==> src/rtl/trm_pkg.sv <==
`timescale 1ns / 1ps

package trm_pkg;

   // Field widths of the request, response and window register
   localparam int TOTAL_BITS  = 48;
   localparam int TIME_BITS   = 32;
   localparam int RATE_BITS   = 31;
   localparam int WINDOW_BITS = 16;

   // Significant bits of the byte count (at most TOTAL_BITS)
   localparam int COUNT_BITS = 48;

   // x*1000 = (x << 10) - (x << 4) - (x << 3)
   localparam int SCALE_SHIFT = 10;
   localparam int TRIM_HI     = 4;
   localparam int TRIM_LO     = 3;
   localparam int NUM_BITS    = COUNT_BITS + SCALE_SHIFT;

   // Divider: the bits above the quotient width decide saturation up front,
   // then one restoring step per quotient bit.
   localparam int DIV_BITS  = (NUM_BITS > RATE_BITS + 1) ? NUM_BITS : RATE_BITS + 1;
   localparam int HI_BITS   = DIV_BITS - RATE_BITS;
   localparam int CMP_BITS  = TIME_BITS + 2;
   localparam int DIV_STEPS = RATE_BITS;
   localparam int STEP_BITS = $clog2(DIV_STEPS + 1);

   localparam logic [WINDOW_BITS-1:0] WINDOW_RESET = WINDOW_BITS'(500);
   localparam logic [RATE_BITS-1:0]   RATE_MAX     = '1;

   typedef enum logic [0:0] {
      CMD_SAMPLE  = 1'b0,
      CMD_RESTART = 1'b1
   } req_cmd_type;

   typedef enum logic [2:0] {
      ST_IDLE,
      ST_EVAL,
      ST_RATE_START,
      ST_RATE_WAIT,
      ST_AVG_PREP,
      ST_AVG_START,
      ST_AVG_WAIT,
      ST_EMIT
   } ctrl_state_type;

   // Controller to datapath
   typedef struct packed {
      logic latch_in;
      logic do_restart;
      logic do_first;
      logic capture_rate;
      logic capture_avg;
      logic div_start;
      logic commit_rate;
      logic commit_avg;
      logic load_rsp;
   } dp_cmd_type;

   // Datapath to controller
   typedef struct packed {
      logic restart_req;
      logic running;
      logic update_ok;
      logic div_done;
   } dp_status_type;

endpackage

==> src/rtl/trm_chan_if.sv <==
`timescale 1ns / 1ps

// Request channel: one progress sample or restart command
interface trm_req_if import trm_pkg::*; ();
   logic                  valid;
   logic                  ready;
   logic                  cmd;
   logic [TOTAL_BITS-1:0] total_bytes;
   logic [TIME_BITS-1:0]  now_ms;

   modport source (output valid, cmd, total_bytes, now_ms, input ready);
   modport sink   (input valid, cmd, total_bytes, now_ms, output ready);
endinterface

// Response channel: one result per request
interface trm_rsp_if import trm_pkg::*; ();
   logic                 valid;
   logic                 ready;
   logic [RATE_BITS-1:0] rate_now;
   logic                 rate_changed;
   logic [RATE_BITS-1:0] rate_average;

   modport source (output valid, rate_now, rate_changed, rate_average, input ready);
   modport sink   (input valid, rate_now, rate_changed, rate_average, output ready);
endinterface

==> src/rtl/trm_div.sv <==
`timescale 1ns / 1ps

// Saturating divider: quot = min(floor(num/den), RATE_MAX), 0 when den is 0.
// Start cycle checks saturation, then DIV_STEPS restoring steps.
module trm_div import trm_pkg::*; (
   input  logic                 clock,
   input  logic                 reset,
   input  logic                 start,
   input  logic [DIV_BITS-1:0]  num,
   input  logic [TIME_BITS-1:0] den,
   output logic                 done,
   output logic [RATE_BITS-1:0] quot
);

   logic [STEP_BITS-1:0] cnt_ff, cnt_in;
   logic                 done_ff, done_in;
   logic [TIME_BITS-1:0] rem_ff, rem_in;
   logic [RATE_BITS-1:0] quo_ff, quo_in;
   logic [TIME_BITS-1:0] den_ff, den_in;
   logic                 sat_ff, sat_in;
   logic                 zero_ff, zero_in;

   logic [HI_BITS-1:0]   num_hi;
   logic [TIME_BITS:0]   trial;
   logic                 fits;

   assign num_hi = num[DIV_BITS-1:RATE_BITS];

   // Trial subtract of the shifted partial remainder
   assign trial = {rem_ff, quo_ff[RATE_BITS-1]} - {1'b0, den_ff};
   assign fits  = !trial[TIME_BITS];

   // Next values
   always_comb begin
      cnt_in  = cnt_ff;
      rem_in  = rem_ff;
      quo_in  = quo_ff;
      den_in  = den_ff;
      sat_in  = sat_ff;
      zero_in = zero_ff;
      done_in = (cnt_ff == STEP_BITS'(1));
      if (start) begin
         cnt_in  = STEP_BITS'(DIV_STEPS);
         rem_in  = TIME_BITS'(num_hi);
         quo_in  = num[RATE_BITS-1:0];
         den_in  = den;
         sat_in  = CMP_BITS'(num_hi) >= CMP_BITS'(den);
         zero_in = (den == '0);
      end else if (cnt_ff != '0) begin
         cnt_in = cnt_ff - STEP_BITS'(1);
         if (fits) begin
            rem_in = trial[TIME_BITS-1:0];
         end else begin
            rem_in = {rem_ff[TIME_BITS-2:0], quo_ff[RATE_BITS-1]};
         end
         quo_in = {quo_ff[RATE_BITS-2:0], fits};
      end
   end

   // Control registers
   always_ff @(posedge clock) begin
      if (reset) begin
         cnt_ff  <= '0;
         done_ff <= 1'b0;
      end else begin
         cnt_ff  <= cnt_in;
         done_ff <= done_in;
      end
   end

   // Working registers
   always_ff @(posedge clock) begin
      rem_ff  <= rem_in;
      quo_ff  <= quo_in;
      den_ff  <= den_in;
      sat_ff  <= sat_in;
      zero_ff <= zero_in;
   end

   assign done = done_ff;

   always_comb begin
      priority if (zero_ff) begin
         quot = '0;
      end else if (sat_ff) begin
         quot = RATE_MAX;
      end else begin
         quot = quo_ff;
      end
   end

`ifndef NO_ASSERTIONS
   a_done_latency: assert property (@(posedge clock) disable iff (reset)
      start |-> ##(DIV_STEPS + 1) done_ff)
      else $error("divider done not on schedule");
   a_start_idle: assert property (@(posedge clock) disable iff (reset)
      start |-> (cnt_ff == '0))
      else $error("divider started while busy");
   a_done_idle: assert property (@(posedge clock) disable iff (reset)
      done_ff |-> (cnt_ff == '0) && !$past(start))
      else $error("divider done while steps remain");
`endif

endmodule

==> src/rtl/trm_dp.sv <==
`timescale 1ns / 1ps

// Measurement state, window register, operand prep, divider and response registers
module trm_dp import trm_pkg::*; (
   input  logic                   clock,
   input  logic                   reset,
   input  dp_cmd_type             dp_cmd,
   output dp_status_type          dp_status,
   input  logic                   csr_we,
   input  logic [WINDOW_BITS-1:0] csr_wdata,
   input  logic                   req_cmd,
   input  logic [TOTAL_BITS-1:0]  req_total_bytes,
   input  logic [TIME_BITS-1:0]   req_now_ms,
   output logic [RATE_BITS-1:0]   rsp_rate_now,
   output logic                   rsp_rate_changed,
   output logic [RATE_BITS-1:0]   rsp_rate_average
);

   logic [WINDOW_BITS-1:0] min_window_ff, min_window_in;
   logic                   running_ff, running_in;
   logic [COUNT_BITS-1:0]  start_count_ff, start_count_in;
   logic [TIME_BITS-1:0]   start_time_ff, start_time_in;
   logic [COUNT_BITS-1:0]  mark_count_ff, mark_count_in;
   logic [TIME_BITS-1:0]   mark_time_ff, mark_time_in;
   logic [RATE_BITS-1:0]   last_rate_ff, last_rate_in;
   logic [RATE_BITS-1:0]   avg_ff, avg_in;
   logic                   changed_ff, changed_in;

   req_cmd_type            in_cmd_ff, in_cmd_in;
   logic [COUNT_BITS-1:0]  in_count_ff, in_count_in;
   logic [TIME_BITS-1:0]   in_time_ff, in_time_in;
   logic [COUNT_BITS-1:0]  diff_ff, diff_in;
   logic [TIME_BITS-1:0]   elapsed_ff, elapsed_in;
   logic [RATE_BITS-1:0]   rsp_rate_ff, rsp_rate_in;
   logic                   rsp_changed_ff, rsp_changed_in;
   logic [RATE_BITS-1:0]   rsp_avg_ff, rsp_avg_in;

   logic [TIME_BITS-1:0]   elapsed_now;
   logic [NUM_BITS-1:0]    diff_ext;
   logic [NUM_BITS-1:0]    scaled;
   logic                   div_done;
   logic [RATE_BITS-1:0]   div_quot;

   // Update test against the last point
   assign elapsed_now = in_time_ff - mark_time_ff;

   assign dp_status.restart_req = (in_cmd_ff == CMD_RESTART);
   assign dp_status.running     = running_ff;
   assign dp_status.update_ok   = (in_count_ff > mark_count_ff) &&
                                  (elapsed_now > TIME_BITS'(min_window_ff));
   assign dp_status.div_done    = div_done;

   // Dividend: count difference times 1000
   assign diff_ext = NUM_BITS'(diff_ff);
   assign scaled   = (diff_ext << SCALE_SHIFT) - (diff_ext << TRIM_HI) - (diff_ext << TRIM_LO);

   trm_div u_div (
      .clock (clock),
      .reset (reset),
      .start (dp_cmd.div_start),
      .num   (DIV_BITS'(scaled)),
      .den   (elapsed_ff),
      .done  (div_done),
      .quot  (div_quot)
   );

   // Measurement state next values
   always_comb begin
      min_window_in  = csr_we ? csr_wdata : min_window_ff;
      running_in     = running_ff;
      start_count_in = start_count_ff;
      start_time_in  = start_time_ff;
      mark_count_in  = mark_count_ff;
      mark_time_in   = mark_time_ff;
      last_rate_in   = last_rate_ff;
      avg_in         = avg_ff;
      changed_in     = changed_ff;
      if (dp_cmd.latch_in) begin
         changed_in = 1'b0;
      end
      if (dp_cmd.do_restart) begin
         running_in = 1'b0;
      end
      if (dp_cmd.do_first) begin
         running_in     = 1'b1;
         start_count_in = in_count_ff;
         start_time_in  = in_time_ff;
         mark_count_in  = in_count_ff;
         mark_time_in   = in_time_ff;
         last_rate_in   = '0;
         avg_in         = '0;
      end
      if (dp_cmd.commit_rate) begin
         mark_count_in = in_count_ff;
         mark_time_in  = in_time_ff;
         last_rate_in  = div_quot;
         changed_in    = (div_quot != last_rate_ff);
      end
      if (dp_cmd.commit_avg) begin
         avg_in = div_quot;
      end
   end

   always_ff @(posedge clock) begin
      if (reset) begin
         min_window_ff  <= WINDOW_RESET;
         running_ff     <= 1'b0;
         start_count_ff <= '0;
         start_time_ff  <= '0;
         mark_count_ff  <= '0;
         mark_time_ff   <= '0;
         last_rate_ff   <= '0;
         avg_ff         <= '0;
         changed_ff     <= 1'b0;
      end else begin
         min_window_ff  <= min_window_in;
         running_ff     <= running_in;
         start_count_ff <= start_count_in;
         start_time_ff  <= start_time_in;
         mark_count_ff  <= mark_count_in;
         mark_time_ff   <= mark_time_in;
         last_rate_ff   <= last_rate_in;
         avg_ff         <= avg_in;
         changed_ff     <= changed_in;
      end
   end

   // Request capture, divider operands and response registers
   always_comb begin
      in_cmd_in      = in_cmd_ff;
      in_count_in    = in_count_ff;
      in_time_in     = in_time_ff;
      diff_in        = diff_ff;
      elapsed_in     = elapsed_ff;
      rsp_rate_in    = rsp_rate_ff;
      rsp_changed_in = rsp_changed_ff;
      rsp_avg_in     = rsp_avg_ff;
      if (dp_cmd.latch_in) begin
         in_cmd_in   = req_cmd_type'(req_cmd);
         in_count_in = req_total_bytes[COUNT_BITS-1:0];
         in_time_in  = req_now_ms;
      end
      priority if (dp_cmd.capture_rate) begin
         diff_in    = in_count_ff - mark_count_ff;
         elapsed_in = elapsed_now;
      end else if (dp_cmd.capture_avg) begin
         diff_in    = mark_count_ff - start_count_ff;
         elapsed_in = mark_time_ff - start_time_ff;
      end else begin
      end
      if (dp_cmd.load_rsp) begin
         rsp_rate_in    = last_rate_ff;
         rsp_changed_in = changed_ff;
         rsp_avg_in     = avg_ff;
      end
   end

   always_ff @(posedge clock) begin
      in_cmd_ff      <= in_cmd_in;
      in_count_ff    <= in_count_in;
      in_time_ff     <= in_time_in;
      diff_ff        <= diff_in;
      elapsed_ff     <= elapsed_in;
      rsp_rate_ff    <= rsp_rate_in;
      rsp_changed_ff <= rsp_changed_in;
      rsp_avg_ff     <= rsp_avg_in;
   end

   assign rsp_rate_now     = rsp_rate_ff;
   assign rsp_rate_changed = rsp_changed_ff;
   assign rsp_rate_average = rsp_avg_ff;

`ifndef NO_ASSERTIONS
   a_rate_moves_mark: assert property (@(posedge clock) disable iff (reset)
      dp_cmd.commit_rate |=> (mark_time_ff == in_time_ff) && (mark_count_ff == in_count_ff))
      else $error("rate commit did not move the last point");
   a_first_clears: assert property (@(posedge clock) disable iff (reset)
      dp_cmd.do_first |=> running_ff && (last_rate_ff == '0) && (avg_ff == '0))
      else $error("first sample did not clear rate and average");
   a_restart_keeps: assert property (@(posedge clock) disable iff (reset)
      dp_cmd.do_restart |=> !running_ff && $stable(last_rate_ff) && $stable(mark_time_ff))
      else $error("restart changed measurement points");
`endif

endmodule

==> src/rtl/trm_ctrl.sv <==
`timescale 1ns / 1ps

// Sequencer: takes one request, steps the datapath, hands off the response
module trm_ctrl import trm_pkg::*; (
   input  logic          clock,
   input  logic          reset,
   input  logic          req_valid,
   output logic          req_ready,
   output logic          rsp_valid,
   input  logic          rsp_ready,
   output dp_cmd_type    dp_cmd,
   input  dp_status_type dp_status
);

   ctrl_state_type state_ff, state_in;
   logic           rsp_valid_ff, rsp_valid_in;
   logic           slot_free;

   // Response register can take a new result
   assign slot_free = !rsp_valid_ff || rsp_ready;

   // Next state
   always_comb begin
      state_in = state_ff;
      unique case (state_ff)
         ST_IDLE: begin
            if (req_valid) begin
               state_in = ST_EVAL;
            end
         end
         ST_EVAL: begin
            priority if (dp_status.restart_req) begin
               state_in = ST_EMIT;
            end else if (!dp_status.running) begin
               state_in = ST_EMIT;
            end else if (dp_status.update_ok) begin
               state_in = ST_RATE_START;
            end else begin
               state_in = ST_EMIT;
            end
         end
         ST_RATE_START: begin
            state_in = ST_RATE_WAIT;
         end
         ST_RATE_WAIT: begin
            if (dp_status.div_done) begin
               state_in = ST_AVG_PREP;
            end
         end
         ST_AVG_PREP: begin
            state_in = ST_AVG_START;
         end
         ST_AVG_START: begin
            state_in = ST_AVG_WAIT;
         end
         ST_AVG_WAIT: begin
            if (dp_status.div_done) begin
               state_in = ST_EMIT;
            end
         end
         ST_EMIT: begin
            if (slot_free) begin
               state_in = ST_IDLE;
            end
         end
         default: begin
            state_in = ST_IDLE;
         end
      endcase
   end

   // Outputs per state
   always_comb begin
      req_ready = 1'b0;
      dp_cmd    = '0;
      unique case (state_ff)
         ST_IDLE: begin
            req_ready       = 1'b1;
            dp_cmd.latch_in = req_valid;
         end
         ST_EVAL: begin
            dp_cmd.do_restart   = dp_status.restart_req;
            dp_cmd.do_first     = !dp_status.restart_req && !dp_status.running;
            dp_cmd.capture_rate = !dp_status.restart_req && dp_status.running &&
                                  dp_status.update_ok;
         end
         ST_RATE_START: begin
            dp_cmd.div_start = 1'b1;
         end
         ST_RATE_WAIT: begin
            dp_cmd.commit_rate = dp_status.div_done;
         end
         ST_AVG_PREP: begin
            dp_cmd.capture_avg = 1'b1;
         end
         ST_AVG_START: begin
            dp_cmd.div_start = 1'b1;
         end
         ST_AVG_WAIT: begin
            dp_cmd.commit_avg = dp_status.div_done;
         end
         ST_EMIT: begin
            dp_cmd.load_rsp = slot_free;
         end
         default: begin
         end
      endcase
   end

   // Response valid
   always_comb begin
      priority if (dp_cmd.load_rsp) begin
         rsp_valid_in = 1'b1;
      end else if (rsp_ready) begin
         rsp_valid_in = 1'b0;
      end else begin
         rsp_valid_in = rsp_valid_ff;
      end
   end

   always_ff @(posedge clock) begin
      if (reset) begin
         state_ff     <= ST_IDLE;
         rsp_valid_ff <= 1'b0;
      end else begin
         state_ff     <= state_in;
         rsp_valid_ff <= rsp_valid_in;
      end
   end

   assign rsp_valid = rsp_valid_ff;

`ifndef NO_ASSERTIONS
   a_valid_from_emit: assert property (@(posedge clock) disable iff (reset)
      $rose(rsp_valid_ff) |-> $past(state_ff == ST_EMIT))
      else $error("response raised outside emit");
   a_emit_waits: assert property (@(posedge clock) disable iff (reset)
      (state_ff == ST_EMIT) && rsp_valid_ff && !rsp_ready |=> (state_ff == ST_EMIT))
      else $error("result left emit while response slot busy");
   a_one_request: assert property (@(posedge clock) disable iff (reset)
      (req_valid && req_ready) |=> !req_ready)
      else $error("second request taken while one in flight");
`endif

endmodule

==> src/rtl/throughput_rate_meter_top.sv <==
`timescale 1ns / 1ps

// Channel  | Direction | Handshake     | Payload
// req_chan | in        | valid / ready | cmd, total_bytes, now_ms
// rsp_chan | out       | valid / ready | rate_now, rate_changed, rate_average
// csr      | in        | csr_we        | csr_wdata = min_window_ms
//
// Restart, first sample and samples without a new rate: the request is latched, then
// evaluated, then its result is registered. For a new rate the shared divider runs
// twice (rate, then average), with operand prep before and commit after each run.
// One request is in flight at a time; a new one is taken while the last result waits.
// Synchronous active-high reset; rsp_chan stalls hold the result in the output register.
module throughput_rate_meter_top import trm_pkg::*; (
   input  logic                   clock,
   input  logic                   reset,
   trm_req_if.sink                req_chan,
   trm_rsp_if.source              rsp_chan,
   input  logic                   csr_we,
   input  logic [WINDOW_BITS-1:0] csr_wdata
);

   dp_cmd_type    dp_cmd;
   dp_status_type dp_status;

   trm_ctrl u_ctrl (
      .clock     (clock),
      .reset     (reset),
      .req_valid (req_chan.valid),
      .req_ready (req_chan.ready),
      .rsp_valid (rsp_chan.valid),
      .rsp_ready (rsp_chan.ready),
      .dp_cmd    (dp_cmd),
      .dp_status (dp_status)
   );

   trm_dp u_dp (
      .clock            (clock),
      .reset            (reset),
      .dp_cmd           (dp_cmd),
      .dp_status        (dp_status),
      .csr_we           (csr_we),
      .csr_wdata        (csr_wdata),
      .req_cmd          (req_chan.cmd),
      .req_total_bytes  (req_chan.total_bytes),
      .req_now_ms       (req_chan.now_ms),
      .rsp_rate_now     (rsp_chan.rate_now),
      .rsp_rate_changed (rsp_chan.rate_changed),
      .rsp_rate_average (rsp_chan.rate_average)
   );

endmodule
==> src/flat_wrapper.sv <==
// flat-port wrapper written by rule: the top's interface ports become plain ports
module throughput_rate_meter_top_flat import trm_pkg::*;
  (clock, reset, csr_we, csr_wdata, req_chan_valid, req_chan_cmd, req_chan_total_bytes, req_chan_now_ms, req_chan_ready, rsp_chan_valid, rsp_chan_rate_now, rsp_chan_rate_changed, rsp_chan_rate_average, rsp_chan_ready);
  trm_req_if req_chan_i ();
  trm_rsp_if rsp_chan_i ();
  input  logic clock;
  input  logic reset;
  input  logic csr_we;
  input  logic [WINDOW_BITS-1:0] csr_wdata;
  input wire logic [$bits(req_chan_i.valid)-1:0] req_chan_valid;
  input wire logic [$bits(req_chan_i.cmd)-1:0] req_chan_cmd;
  input wire logic [$bits(req_chan_i.total_bytes)-1:0] req_chan_total_bytes;
  input wire logic [$bits(req_chan_i.now_ms)-1:0] req_chan_now_ms;
  output wire logic [$bits(req_chan_i.ready)-1:0] req_chan_ready;
  output wire logic [$bits(rsp_chan_i.valid)-1:0] rsp_chan_valid;
  output wire logic [$bits(rsp_chan_i.rate_now)-1:0] rsp_chan_rate_now;
  output wire logic [$bits(rsp_chan_i.rate_changed)-1:0] rsp_chan_rate_changed;
  output wire logic [$bits(rsp_chan_i.rate_average)-1:0] rsp_chan_rate_average;
  input wire logic [$bits(rsp_chan_i.ready)-1:0] rsp_chan_ready;
  assign req_chan_i.valid = req_chan_valid;
  assign req_chan_i.cmd = req_chan_cmd;
  assign req_chan_i.total_bytes = req_chan_total_bytes;
  assign req_chan_i.now_ms = req_chan_now_ms;
  assign req_chan_ready = req_chan_i.ready;
  assign rsp_chan_valid = rsp_chan_i.valid;
  assign rsp_chan_rate_now = rsp_chan_i.rate_now;
  assign rsp_chan_rate_changed = rsp_chan_i.rate_changed;
  assign rsp_chan_rate_average = rsp_chan_i.rate_average;
  assign rsp_chan_i.ready = rsp_chan_ready;
  throughput_rate_meter_top u_core (.clock(clock), .reset(reset), .req_chan(req_chan_i), .rsp_chan(rsp_chan_i), .csr_we(csr_we), .csr_wdata(csr_wdata));
endmodule
==> config.mk <==
export PLATFORM = sky130hd
export DESIGN_NAME = throughput_rate_meter_top_flat
export DESIGN_NICKNAME = d
export VERILOG_FILES = /design/src/rtl/trm_pkg.sv /design/src/rtl/trm_chan_if.sv /design/src/rtl/trm_div.sv /design/src/rtl/trm_dp.sv /design/src/rtl/trm_ctrl.sv /design/src/rtl/throughput_rate_meter_top.sv /design/src/flat_wrapper.sv
export SDC_FILE = /design/constraint.sdc
export NUM_CORES = 2
export LEC_CHECK = 0
export ABC_AREA = 0
export BUFFER_PORTS_ARGS = -buffer_cell sky130_fd_sc_hd__buf_4
export CELL_PAD_IN_SITES_DETAIL_PLACEMENT = 1
export CELL_PAD_IN_SITES_GLOBAL_PLACEMENT = 1
export CORE_UTILIZATION = 44
export CTS_CLUSTER_DIAMETER = 60
export DETAILED_ROUTE_END_ITERATION = 8
export PLACE_DENSITY = 0.81
export SYNTH_ARGS = -nofsm -noshare
export SYNTH_HDL_FRONTEND = slang
export SYNTH_SLANG_ARGS = --single-unit
==> constraint.sdc <==
create_clock -name clock -period 5.6 [get_ports clock]
set_clock_uncertainty 0.1 [all_clocks]
set_input_delay 1.12 -clock clock [delete_from_list [all_inputs] [get_ports clock]]
set_output_delay 1.12 -clock clock [all_outputs]
set_load 0.03 [all_outputs]
== Yosys cells after proc, flatten, opt, wreduce, memory -nomap -nowiden ==
Cells that the tools add are included.

* Add/sub/neg operators: 8
* Order comparisons: 3
* Equal/unequal tests: 13
* Mux-type cells: 42
* Reductions and logical operators: 21

{| class="wikitable"
|+ Operators by type and width
! kind !! number
|-
| $mux W31 || 7
|-
| $mux W48 || 4
|-
| $mux W32 || 5
|-
| $sub A48 B48 Y48 || 2
|-
| $sub A32 B32 Y32 || 2
|-
| $sub A58 B51 Y58 || 1
|-
| $sub A58 B52 Y58 || 1
|-
| $mux W27 || 2
|-
| $gt A48 B48 Y1 || 1
|-
| $sub A33 B32 Y33 || 1
|-
| $ge A27 B32 Y1 || 1
|-
| $gt A32 B16 Y1 || 1
|-
| $logic_not A32 Y1 || 1
|-
| $ne A31 B31 Y1 || 1
|-
| $mux W3 || 8
|-
| $pmux W3 S8 || 1
|-
| $reduce_bool A2 Y1 || 7
|-
| $mux W1 || 13
|-
| $eq A3 B3 Y1 const B || 4
|-
| $mux W5 || 2
|-
| $ne A2 B2 Y1 const B || 4
|-
| $eq A3 B2 Y1 const B || 2
|-
| $eq A5 B1 Y1 const B || 1
|-
| $reduce_bool A5 Y1 || 1
|-
| 8 further kinds || 14
|}

* Register bits: 571
* Bits of input ports: 102
* Output and inout port bits: 65

== Longest topological paths before layout ==
* Depth in word-level cells: 7
* Depth in mapped cells: 25
* Gate-level depth less buffers: 25

== By module ==
From an unflattened synthesis, not the netlist that was laid out.

* Cells, all modules: 3986
* Area, all modules: 36796.5 um^2

{| class="wikitable"
|+ Modules (own cells, without submodules)
! module !! times used !! cells an instance !! area each (um^2) !! seq. area each (um^2)
|-
| trm_dp || 1 || 3238 || 29360.7 || 11531.1
|-
| trm_div || 1 || 703 || 7055.5 || 2982.9
|-
| trm_ctrl || 1 || 45 || 380.4 || 80.1
|}

== Worst setup path before layout ==
OpenSTA, ideal clock, no wires.

* Path kind: reg2reg
* Start point: reg u_core.u_dp.in_time_ff[0]
* End point: reg u_core.u_dp.diff_ff[0] (enable)
* Data arrival time: 5251 ps
* Data required time: 5056 ps
* Setup slack: -195 ps
* Cell stages (with the launch flop): 24
* Path buffers: 2
* Period minus slack after synthesis: 5795 ps
* Path through: edfxtp_1 > inv_1 > ha_1 > inv_1 > fa_1 > a211oi_2 > o211a_1 > nor2_1 > a21oi_1 > o21ai_0 > a21oi_1 > xnor2_1 > ha_1 > and3_1 > nand3_1 > nor4_1 > a21oi_1 > a211oi_1 > nand4_1 > nor4_2 > nor3_1 > buf_4 > buf_6 > or2_1

* Cells in the longest elaborated chain, start to end: 6

{| class="wikitable"
|+ RTL lines
! item !! RTL line !! text
|-
| from (decl) || trm_dp.sv:31 || <nowiki>logic [TIME_BITS-1:0] in_time_ff, in_time_in;</nowiki>
|-
| from (signal assigned) || trm_dp.sv:161 || <nowiki>in_time_ff <= in_time_in;</nowiki>
|-
| $sub A32 B32 Y32 || trm_dp.sv:45 || <nowiki>assign elapsed_now = in_time_ff - mark_time_ff;</nowiki>
|-
| $gt A32 B16 Y1 || trm_dp.sv:50 || <nowiki>(elapsed_now > TIME_BITS'(min_window_ff));</nowiki>
|-
| $logic_and A1 B1 Y1 || trm_dp.sv:49 || <nowiki>assign dp_status.update_ok = (in_count_ff > mark_count_ff) &&</nowiki>
|-
| $logic_and A1 B1 Y1 || trm_ctrl.sv:84 || <nowiki>dp_cmd.capture_rate = !dp_status.restart_req && dp_status.running &&</nowiki>
|-
| $mux W3 || trm_ctrl.sv:76 || <nowiki>unique case (state_ff)</nowiki>
|-
| $reduce_bool A2 Y1 (no source line) || n/a ||
|-
| to (signal assigned) || trm_dp.sv:162 || <nowiki>diff_ff <= diff_in;</nowiki>
|-
| to (decl) || trm_dp.sv:32 || <nowiki>logic [COUNT_BITS-1:0] diff_ff, diff_in;</nowiki>
|}

Every way passes these cells.
A chain may end at the register's enable or synchronous reset.

== Final worst setup path ==
* Start point: reg u_core.u_dp.in_time_ff[0]
* End point: reg u_core.u_dp.diff_ff[1] (data pin)

* Cells in the longest elaborated chain, start to end: 6

{| class="wikitable"
|+ RTL lines
! item !! RTL line !! text
|-
| $sub A32 B32 Y32 || trm_dp.sv:45 ||
|-
| $gt A32 B16 Y1 || trm_dp.sv:50 ||
|-
| $logic_and A1 B1 Y1 || trm_dp.sv:49 ||
|-
| $logic_and A1 B1 Y1 || trm_ctrl.sv:84 ||
|-
| $mux W3 || trm_ctrl.sv:76 ||
|-
| $mux W48 || trm_dp.sv:143 || <nowiki>priority if (dp_cmd.capture_rate) begin</nowiki>
|-
| named net u_core.u_dp.diff_in[1] || trm_dp.sv:32 ||
|}

The timed path passes the listed nets, and every way through them passes these cells.

==> metrics.cfg <==
[routing]
avgViaCountPerCell = 5.73
wl_per_cell_um = 20.9
via_count = 31500
drtAntennaViolNets = 0
dr.pass1.iters = 8
drc = 0
drtIter0Drc = 2071
wl_um = 115000

[floorplanning]
coreArea_um2 = 83700
start_util_pct = 44.5
io_pins = 167
rows = 106
die_w_um = 293
dieArea_um2 = 85800
die_y_um = 293

[critical_path]
worstRegToRegCells = 23
cp_top_family = compound AO/OA/AOI/OAI gates
max_stage_delay_ns = 0.44
path_buf_inv = 4
path_depth = 23
cp-end-kind = flop
arrival_ns = 5.69
cp.required_ns = 5.91
crit_chain = inv_1, ha_1, inv_1, fa_1, a211oi_2, o211a_1, nor2_1, a21oi_2, o21ai_0, a21oi_2, xnor2_1, ha_1, and3_1, nand3_1, nor4_2, a21oi_1, a211oi_1, nand4_1, nor4_4, buf_4, nor3_4, buf_6, mux2i_2
crit_type = flop to flop
crit_start = u_core.u_dp.in_time_ff[0]
slowest_stage = fa_1
worst_setup_path_start_kind = flop
timing.rr.start = u_core.u_dp.in_time_ff[0]
crit_fanout = 20

[sta]
fmax_mhz = 186
finalHoldViolations = 0
finalWorstSetupSlack_ns = 0.224
finalSetupViolCount = 0
worst_pin_slew_ns = 1.23
slew_violations = 0
finalCritPeriodShare_pct = 96.0
period_needed_ns = 5.38
maxSlewHeadroom_pct = 15.5
holdWs_ns = 0.329

[hold_path]
min_path_type = flop to flop
worstHoldStart = u_core.u_dp.avg_ff[28]
whs_path_depth = 0

[cells_and_area]
layout-drive-gt1-share_pct = 9.58
fin_nets = 4738
seq_area_um2 = 14600
n_fill_cell = 9641
multi_input_area_um2 = 20800
area_growth_pct = 13.5
diodes = 0

[yosys]
synth_area_um2 = 37200
synth-async-reset-ratio_pct = 0
synthDistinctLibCells = 86
ys_dominant_reg_cell = edfxtp_1
yosysWarningCount = 0
synth.net_count = 4630
ys_seq_elements = 571
synthTopCellsByCount = 587 x nand2_1, 524 x a21oi_1, 344 x inv_1, 316 x edfxtp_1, 296 x ha_1
avgSynthCellArea_um2 = 8.89
yosysTopAreaCell = edfxtp_1
synth_top_cells_by_area = edfxtp_1 25%, dfxtp_1 14%, ha_1 9.9%
seq_area_frac_synth_pct = 39.2
syn-instance-count = 4186
synth.top_cell.area_share_pct = 25.5
yosysMostFrequentCell = nand2_1
synth_edf_count = 316

[place]
pre_cts_ws_ns = 0.00293
port_buffers = 166
place_congestion = 0.926
post-dp-hpwl_um = 85500

[clock_network]
clock-sinks = 571
h-tree-depth = 3
cts_tree = yes
root_buffer = clkbuf_16
cts_buffers = 73
clkSlewWorstSetupHoldPaths_ns = 0.06
worstSkewPairLatency_ns = 0.65
cts_hold_buf = 0
clock_path_buffers = 3

[global_routing]
grt_max_degree = 177
antenna_found_initial = 0
grt_use_total_pct = 26.3
grt_pass1_vias = 32100
grt.overflow.total = 0
grt_pass1_wl_um = 180000

[run]
drv_cap = 0

[status]
status = finished clean

worst reg2reg max path, stage by stage (launching register included):
cell	delay, ns
edfxtp_1	0.41
inv_1	0.07
ha_1	0.18
inv_1	0.06
fa_1	0.44
a211oi_2	0.26
o211a_1	0.22
nor2_1	0.08
a21oi_2	0.19
o21ai_0	0.15
a21oi_2	0.21
xnor2_1	0.11
ha_1	0.30
and3_1	0.19
nand3_1	0.14
nor4_2	0.32
a21oi_1	0.07
a211oi_1	0.27
nand4_1	0.20
nor4_4	0.32
buf_4	0.17
nor3_4	0.07
buf_6	0.26
mux2i_2	0.38
registers in the layout, indices dropped and copies added, names as in the netlist, 3 cells and up:
name                          count
u_core.u_dp.diff_ff              48
u_core.u_dp.u_div.quo_ff         31
u_core.u_dp.start_time_ff        32
u_core.u_dp.in_time_ff           32
u_core.u_dp.elapsed_ff           32
u_core.u_ctrl.state_ff            3
u_core.u_dp.u_div.den_ff         32
u_core.u_dp.min_window_ff        16
u_core.u_dp.rsp_rate_average     31
u_core.u_dp.in_count_ff          48
u_core.u_dp.rsp_rate_now         31
u_core.u_dp.u_div.rem_ff         32
u_core.u_dp.mark_count_ff        48
u_core.u_dp.u_div.cnt_ff          5
u_core.u_dp.last_rate_ff         31
u_core.u_dp.avg_ff               31
u_core.u_dp.start_count_ff       48
u_core.u_dp.mark_time_ff         32
routing by layer:
| layer | wire length, µm | part of all wire (%) | GRT usage (%) | up-vias |
|---|---|---|---|---|
| met5 | 0 | 0 | 0 | - |
| met4 | 3130 | 2.7 | 7.80 | 0 |
| met3 | 6160 | 5.4 | 3.76 | 189 |
| met2 | 53800 | 47 | 43.5 | 785 |
| met1 | 51900 | 45 | 35.4 | 15500 |
| li1 | - | - | - | 15000 |
cell type report:
type / count / share of cell area (%)
sequential: 571 / 34.5
tap: 1134 / 3.36
inverter: 346 / 3.08
clock buffer: 84 / 4.52
clock inverter: 52 / 1.50
timing repair buffer: 209 / 3.85
multi-input combinational: 3093 / 49.2
what timing repair did:
action	in CTS	in global routing
gates resized for setup	3	17
endpoints found under the setup margin	82	149
buffers inserted	0	6
cloned	0	3
hold endpoints to repair	0	0
pin swaps	0	9
cells by family after synthesis:
logic type,count (synthesis),synth area share (%)
flops,571,39.2
simple gates,1247,15.0
compound gates,1147,18.9
xor+xnor,246,5.79
fa+ha+maj,342,12.4
mux,110,3.31
buf+inv,523,5.41
metrics by stage:
step / std cells / TNS (ns) / area, µm² / utilization [%]
3_5_place_dp: 5344 / 0 / 39500 / 47.2
6_report: 5489 / 0 / 42200 / 50.5
3_3_place_gp: 5344 / 0 / 39500 / 47.2
2_1_floorplan: 4186 / 0 / 37200 / -
5_1_grt: 5489 / -0.0325 / 42200 / 50.5
4_1_cts: 5480 / 0 / 42100 / 50.3
worst paths after layout:
kind	end	slack, ns
max	u_core.u_dp.diff_ff[1]	0.22
min	u_core.u_dp.rsp_rate_average[28]	0.33
max reg2reg	u_core.u_dp.diff_ff[1]	0.22
min reg2reg	u_core.u_dp.rsp_rate_average[28]	0.33
layout by cell type, fill, tap and decap left out, types with 56 or more instances in the layout:
master / instances
xor2_1: 88
a21oi_1: 519
nand4_1: 56
nand2_1: 585
o21ai_0: 154
clkbuf_16: 75
dfxtp_1: 255
mux2i_1: 76
buf_4: 203
edfxtp_1: 316
xnor2_1: 158
nor2_1: 247
a21o_1: 145
inv_1: 344
nand3_1: 114
ha_1: 295
Power is not shown: default switching activity piles up to over one toggle a cycle in this logic, so the estimate is an artifact.
